**config.mk**
```make
export PLATFORM = sky130hd
export DESIGN_NAME = utf8_stream_decoder
export DESIGN_NICKNAME = d
export VERILOG_FILES = /design/src/rtl/u8dec_pkg.sv /design/src/rtl/utf8_stream_decoder.sv
export SDC_FILE = /design/constraint.sdc
export NUM_CORES = 1
export LEC_CHECK = 0
export ABC_AREA = 1
export BUFFER_PORTS_ARGS = -buffer_cell sky130_fd_sc_hd__buf_2
export CORE_MARGIN = 2
export CORE_UTILIZATION = 25
export DETAILED_ROUTE_END_ITERATION = 10
export PLACE_DENSITY = 0.5
export SYNTH_ARGS = -nofsm -noshare
export SYNTH_HDL_FRONTEND = slang
export SYNTH_SLANG_ARGS = --single-unit
```
**constraint.sdc**
```tcl
create_clock -name clk -period 6.2 [get_ports clk]
set_clock_uncertainty 0.05 [all_clocks]
set_input_delay 0.93 -clock clk [delete_from_list [all_inputs] [get_ports clk]]
set_output_delay 0.93 -clock clk [all_outputs]
set_load 0.1 [all_outputs]
```
**src/rtl/u8dec_pkg.sv**
```systemverilog
// shared constants and types for the utf-8 stream decoder
// no dependencies
package u8dec_pkg;

    // longest accepted sequence, 4 to 6 bytes
    localparam int MAX_SEQ_BYTES = 6;

    localparam int CP_W   = 31;
    localparam int LEN_W  = 3;
    localparam int STAT_W = 2;
    localparam int BYTE_W = 8;

    // result data packed as code_point then seq_length, padded to bytes
    localparam int OUT_DATA_W = ((CP_W + LEN_W + 7) / 8) * 8;

    typedef logic [CP_W-1:0]   code_point_t;
    typedef logic [LEN_W-1:0]  seq_len_t;
    typedef logic [STAT_W-1:0] status_t;
    typedef logic [BYTE_W-1:0] byte_t;

    // result status codes
    localparam status_t ST_CHAR    = 2'd0;
    localparam status_t ST_INVALID = 2'd1;
    localparam status_t ST_END     = 2'd2;

endpackage

```
**src/rtl/utf8_stream_decoder.sv**
```systemverilog
// utf-8 stream decoder (long forms up to six bytes), byte in, code point out
// depends on u8dec_pkg
//
// an input transfer passes through the input register, then the result register, to the master side
// throughput: one byte per cycle, limited only by the output register's handshake
// an input register feeds a single decode step that writes the result register
// reset (rst_n low, asynchronous) empties both registers and returns to idle
module utf8_stream_decoder
(
    input  logic                                  clk,
    input  logic                                  rst_n,
    input  logic                                  s_axis_tvalid,
    output logic                                  s_axis_tready,
    input  u8dec_pkg::byte_t                      s_axis_tdata,  // [7:0] data_byte
    output logic                                  m_axis_tvalid,
    input  logic                                  m_axis_tready,
    output logic [u8dec_pkg::OUT_DATA_W-1:0]      m_axis_tdata,  // [30:0] code_point,
                                                                 // [33:31] seq_length, zero pad
    output u8dec_pkg::status_t                    m_axis_tuser   // [1:0] status
);
    import u8dec_pkg::*;

    byte_t       byte_reg;
    logic        byte_valid_reg;
    code_point_t partial_reg, partial_next;
    seq_len_t    remain_reg, remain_next;
    seq_len_t    size_reg, size_next;
    logic        out_valid_reg;
    code_point_t out_cp_reg, out_cp_next;
    seq_len_t    out_len_reg, out_len_next;
    status_t     out_stat_reg, out_stat_next;
    logic        emit;
    logic        out_free;

    // the decode step runs whenever the result register can take a value
    assign out_free      = !out_valid_reg || m_axis_tready;
    assign s_axis_tready = !byte_valid_reg || out_free;

    // input register
    always_ff @(posedge clk or negedge rst_n)
    begin
        if (!rst_n)
        begin
            byte_valid_reg <= 1'b0;
        end
        else if (s_axis_tready)
        begin
            byte_valid_reg <= s_axis_tvalid;
        end
    end

    always_ff @(posedge clk)
    begin
        if (s_axis_tvalid && s_axis_tready)
        begin
            byte_reg <= s_axis_tdata;
        end
    end

    // decode one byte against the sequence state
    always_comb
    begin
        partial_next  = partial_reg;
        remain_next   = remain_reg;
        size_next     = size_reg;
        emit          = 1'b0;
        out_cp_next   = '0;
        out_len_next  = '0;
        out_stat_next = ST_CHAR;
        if (remain_reg != '0)
        begin
            // following byte: only its low six bits count
            partial_next = {partial_reg[CP_W-7:0], byte_reg[5:0]};
            remain_next  = remain_reg - 3'd1;
            if (remain_reg == 3'd1)
            begin
                emit         = 1'b1;
                out_cp_next  = partial_next;
                out_len_next = size_reg;
            end
        end
        else if (byte_reg == 8'h00)
        begin
            emit          = 1'b1;
            out_stat_next = ST_END;
        end
        else if (byte_reg inside {[8'h01:8'h7F]})
        begin
            partial_next = code_point_t'(byte_reg[6:0]);
            size_next    = 3'd1;
            emit         = 1'b1;
            out_cp_next  = partial_next;
            out_len_next = 3'd1;
        end
        else if (byte_reg inside {[8'hC0:8'hDF]})
        begin
            partial_next = code_point_t'(byte_reg[4:0]);
            size_next    = 3'd2;
            remain_next  = 3'd1;
        end
        else if (byte_reg inside {[8'hE0:8'hEF]})
        begin
            partial_next = code_point_t'(byte_reg[3:0]);
            size_next    = 3'd3;
            remain_next  = 3'd2;
        end
        else if (byte_reg inside {[8'hF0:8'hF7]})
        begin
            partial_next = code_point_t'(byte_reg[2:0]);
            size_next    = 3'd4;
            remain_next  = 3'd3;
        end
        else if ((byte_reg inside {[8'hF8:8'hFB]}) && (MAX_SEQ_BYTES > 4))
        begin
            partial_next = code_point_t'(byte_reg[1:0]);
            size_next    = 3'd5;
            remain_next  = 3'd4;
        end
        else if ((byte_reg inside {[8'hFC:8'hFD]}) && (MAX_SEQ_BYTES > 5))
        begin
            partial_next = code_point_t'(byte_reg[0]);
            size_next    = 3'd6;
            remain_next  = 3'd5;
        end
        else
        begin
            // stray continuation or unusable lead
            partial_next  = '0;
            size_next     = '0;
            emit          = 1'b1;
            out_stat_next = ST_INVALID;
        end
    end

    // sequence state and result valid
    always_ff @(posedge clk or negedge rst_n)
    begin
        if (!rst_n)
        begin
            partial_reg   <= '0;
            remain_reg    <= '0;
            size_reg      <= '0;
            out_valid_reg <= 1'b0;
        end
        else if (out_free)
        begin
            if (byte_valid_reg)
            begin
                partial_reg <= partial_next;
                remain_reg  <= remain_next;
                size_reg    <= size_next;
            end
            out_valid_reg <= byte_valid_reg && emit;
        end
    end

    // result payload
    always_ff @(posedge clk)
    begin
        if (out_free && byte_valid_reg && emit)
        begin
            out_cp_reg   <= out_cp_next;
            out_len_reg  <= out_len_next;
            out_stat_reg <= out_stat_next;
        end
    end

    assign m_axis_tvalid = out_valid_reg;
    assign m_axis_tdata  = {{(OUT_DATA_W-CP_W-LEN_W){1'b0}}, out_len_reg, out_cp_reg};
    assign m_axis_tuser  = out_stat_reg;

    // checks on the decode logic
    a_remain_range: assert property (@(posedge clk) disable iff (!rst_n)
        remain_reg <= seq_len_t'(MAX_SEQ_BYTES - 1))
        else $error("bytes remaining beyond longest sequence");

    a_nonchar_zero: assert property (@(posedge clk) disable iff (!rst_n)
        (out_valid_reg && out_stat_reg != ST_CHAR) |-> (out_cp_reg == '0 && out_len_reg == '0))
        else $error("invalid or end result carries data");

    a_char_len: assert property (@(posedge clk) disable iff (!rst_n)
        (out_valid_reg && out_stat_reg == ST_CHAR) |->
            (out_len_reg != '0 && out_len_reg <= seq_len_t'(MAX_SEQ_BYTES)))
        else $error("character result with bad length");

    a_result_source: assert property (@(posedge clk) disable iff (!rst_n)
        $rose(out_valid_reg) |-> $past(byte_valid_reg))
        else $error("result without a decoded byte");

    a_status_legal: assert property (@(posedge clk) disable iff (!rst_n)
        out_valid_reg |->
            (out_stat_reg == ST_CHAR || out_stat_reg == ST_INVALID || out_stat_reg == ST_END))
        else $error("undefined status code");

endmodule

```
Word-level counts from Yosys, hierarchy flattened
Index checks and enable logic that the tools add are counted.
Widths: inputs -> output; s select.
{"block": "totals", "regBits": 77, "elab_cells": 95, "inputBits": 12, "out_inout_bits": 44}
{"block": "classes", "n_eq_ne": 3, "n_mux": 46, "bitwise_logic": 2, "order_cmp": 12, "n_addsub": 1, "reduce_logical": 21}
{"cell": "$mux 31", "count": 2}
{"cell": "$mux 3", "count": 17}
{"cell": "$mux 25", "count": 2}
{"cell": "$ge 8x8->1 const B", "count": 5}
{"cell": "$le 8x8->1 const B", "count": 5}
{"cell": "$mux 7", "count": 3}
{"cell": "$mux 1", "count": 18}
{"cell": "$logic_and 1x1->1", "count": 10}
{"cell": "$ge 8x1->1 const B", "count": 1}
{"cell": "$le 8x7->1 const B", "count": 1}
{"cell": "$logic_not 8->1", "count": 1}
{"cell": "$reduce_or 7->1", "count": 1}
{"cell": "$reduce_bool 6->1", "count": 1}
{"cell": "$mux 5", "count": 1}
{"cell": "$reduce_and 5->1", "count": 1}
{"cell": "$mux 2", "count": 2}
{"cell": "$mux 4", "count": 1}
{"cell": "$ne 2x2->1 const B", "count": 2}
{"cell": "$reduce_and 4->1", "count": 1}
{"cell": "$eq 3x1->1 const B", "count": 1}
{"cell": "$reduce_and 3->1", "count": 1}
{"cell": "$reduce_bool 3->1", "count": 1}
{"cell": "$sub 3x1->3 const B", "count": 1}
{"cell": "$logic_not 1->1", "count": 2}
{"cell": "other kinds (2)", "count": 4}

Logic depth before layout (Yosys ltp)
{"block": "logic_depth", "word_depth": 11, "depth_mapped": 10, "depth_no_buf": 10}

Least setup slack after synthesis
No wires, ideal clock.
{"block": "synth_path", "path_type": "register to output", "start": "reg out_valid_reg, in the netlist m_axis_tvalid", "end": "out s_axis_tready", "path_slack_ns": 3.527, "path_stages_with_launch": 4, "arrival_ns": 1.693, "n_path_buf": 0, "cell_sequence": "dfrtp_1 > inv_1 > nor2_1 > nand2_1"}
{"block": "synth_between", "elab_chain_cells": 3}
{"element": "start, declared", "line": "utf8_stream_decoder.sv:28", "rtl": "logic out_valid_reg;"}
{"element": "start signal, assigned", "line": "utf8_stream_decoder.sv:153", "rtl": "out_valid_reg <= byte_valid_reg && emit;"}
{"element": "$logic_not 1->1", "line": "utf8_stream_decoder.sv:36", "rtl": "assign out_free = !out_valid_reg || m_axis_tready;"}
{"element": "$logic_or 1x1->1", "line": "utf8_stream_decoder.sv:36"}
{"element": "$logic_or 1x1->1", "line": "utf8_stream_decoder.sv:37", "rtl": "assign s_axis_tready = !byte_valid_reg || out_free;"}
{"element": "end, declared", "line": "utf8_stream_decoder.sv:13", "rtl": "output logic s_axis_tready,"}
No other way between the ends.

Final worst setup path
{"block": "layout_path", "start": "in m_axis_tready", "end": "out s_axis_tready"}
{"block": "layout_between", "elab_chain_cells": 2}
{"element": "start, declared", "line": "utf8_stream_decoder.sv:16", "rtl": "input logic m_axis_tready,"}
{"element": "$logic_or 1x1->1", "line": "utf8_stream_decoder.sv:36"}
{"element": "$logic_or 1x1->1", "line": "utf8_stream_decoder.sv:37"}
No other way between the ends.

==> flow_summary_export.csv <==
group,metric,value,unit
run_status,outcome,"completed",
global_routing,grt_pass1_vias,2258,
timing,setup_viol,0,
place,gp_congestion,0.8658,
floorplan,pin_count,56,
synthesis,syn_avg_cell_area,10.75,um^2
cts,hold_buffers,0,
synthesis,ys_seq_elements,77,
route,post_drt_wl_per_cell,12.64,um
floorplan,start_util,25.63,%
synthesis,synth-compound-area-share,7.079,%
cts,clockRootBuffer,"clkbuf_16",
worst_setup_path,worst_r2r_path_depth,9,
layout,antennaDiodeCount,0,
timing,fmax,0.3926,GHz
hold_path,whs_path_depth,2,
cts,path_clk_slew,0.06,ns
timing,worst_slew_pin_slew,0.8383,ns
cts,post_cts_resized,0,
layout,largest_register_ffs,31,
global_routing,grt_antenna_before_repair,0,
timing,hold_viol,0,
synthesis,synth_top_family_by_area,"simple AND/OR/NAND/NOR gates",
place,dp_hpwl,4.648,mm
route,viasPerCell,4.045,
synthesis,synth_simple_gate_area_share,16.36,%
worst_setup_path,cp.arrival,1.57,ns
timing,fin_crit_sh,41.09,%
floorplan,core-area,12620,um^2
worst_setup_path,crit_required,5.22,ns
layout,fillCellCount,1351,
floorplan,die-area,13860,um^2
route,drc_errors,0,
cts,clock_latency,0.33,ns
global_routing,grt_max_degree,34,
layout,final_util,31.14,%
layout,nets,369,
timing,fin_crit,2.547,ns
timing,slew_violations,0,
floorplan,core.rowCount,41,
synthesis,ys_seq_area_share,66.38,%
worst_setup_path,critPathCaptureType,"primary output",
layout,drive_above_1_share,22.01,%
cts,cts.sinks,77,
route,first_pass_iters,4,
job,drv_cap,0,
route,wl,6.713,mm
synthesis,synthCells,301,
global_routing,grt_usage,10.66,%
timing,rsz0062_at_grt,"false",
synthesis,synth_cell_type_count,27,
layout,area_growth,21.51,%
worst_setup_path,start_kind,"input pin",
worst_setup_path,crit_fanout,3,
cts,cts.htree.levels,3,
route,num_vias,2148,
cts,clk_path_buf_depth,2,
synthesis,synthMuxAreaShare,0,%
global_routing,grt_pass1_wl,11.59,mm
synthesis,ys_warn_count,0,
synthesis,syn_area,3234,um^2
synthesis,synthAdderAreaFrac,1.161,%
cts,cts_tree,"built",
layout,final_cell_mix,"inv_1, buf_2, nand2_1",
cts,postCtsSetupBuffers,0,
timing,fin_setup_tns,0,ns
hold_path,hp-class,"flip-flop to flip-flop",
worst_setup_path,crit_type,"input pin to primary output",
place,io_buffers,49,
route,drt_iter0_markers,109,
timing,slew_headroom,43.99,%
layout,layout_commonest_cell,"inv_1",
floorplan,die_x,117.7,um
cts,cts_buffers,9,
global_routing,overflow,0,
synthesis,synth-xor-area-share,0,%
floorplan,die-height,117.7,um
route,ant_nets,0,
## critical path, stage by stage
cell	delay [ns]
buf_2	0.08
nor2_1	0.04
nand2_1	0.08
buf_2	0.43
## layout make-up
class | count | area, um^2 | area share (%)
clock buffer | 11 | 232.7 | 5.922
clock inverter | 5 | 61.31 | 1.560
inverter | 52 | 195.2 | 4.967
multi-input combinational | 163 | 818.3 | 20.82
sequential | 77 | 2147 | 54.63
tap | 172 | 215.2 | 5.476
timing repair buffer | 51 | 260.3 | 6.622
## layer usage
layer  vias up  track usage (%)  routed length (um)
li1       1078                -                   -
met5         -                0                   0
met4         0            3.464                 112
met2        65            16.13                2921
met1       994            14.02                3316
met3        11            4.118                 362
## kinds of logic after synthesis
family,count (synthesis)
compound gates,37
fa+ha+maj,3
buf+inv,66
flops,77
other cells,1
simple gates,117
## per-stage QoR
| step | hold slack, ns | area (um^2) | std cells | setup slack [ns] |
|---|---|---|---|---|
| after global placement | 0.4163 | 3636 | 515 | 3.663 |
| after global routing | 0.4696 | 3930 | 531 | 3.569 |
| after detailed placement | 0.4258 | 3636 | 515 | 3.652 |
| after floorplan | 0.3990 | 3253 | 306 | 3.527 |
| final | 0.4382 | 3930 | 531 | 3.653 |
| after CTS | 0.4416 | 3930 | 531 | 3.649 |
## path summary, 6_finish.rpt
path                                start              end  slack (ns)
setup reg to reg            remain_reg[0]   out_cp_reg[30]        3.79
max in group asynchronous           rst_n    m_axis_tvalid        4.97
min in group asynchronous           rst_n  partial_reg[19]        0.62
hold / removal             partial_reg[1]   partial_reg[1]        0.44
setup / recovery            m_axis_tready    s_axis_tready        3.65
hold reg to reg            partial_reg[1]   partial_reg[1]        0.44
## cells in the mapped netlist
master | number | area, um^2
nor2_1 | 36 | 135.1
nand2_1 | 47 | 176.4
nand4_1 | 4 | 25.02
o21ai_0 | 12 | 60.06
clkbuf_1 | 1 | 3.750
dfrtp_1 | 33 | 825.8
buf_4 | 7 | 52.55
edfxtp_1 | 44 | 1321
a21oi_4 | 1 | 16.27
nor3_2 | 1 | 10.01
buf_2 | 5 | 25.02
nand3_2 | 1 | 10.01
nor3_1 | 4 | 20.02
o22ai_1 | 18 | 112.6
nand2_2 | 4 | 25.02
or2_2 | 1 | 6.260
ha_1 | 3 | 37.54
o211ai_2 | 1 | 12.51
nor2_4 | 4 | 45.04
nor2_2 | 1 | 6.260
a21oi_1 | 1 | 5.000
nand3_1 | 14 | 70.07
inv_1 | 52 | 195.2
o21ai_1 | 3 | 15.01
buf_6 | 1 | 11.26
o211ai_1 | 1 | 7.510
conb_1 | 1 | 3.750
Power is not shown: default switching activity piles up to over one toggle a cycle in this logic, so the estimate is an artifact.
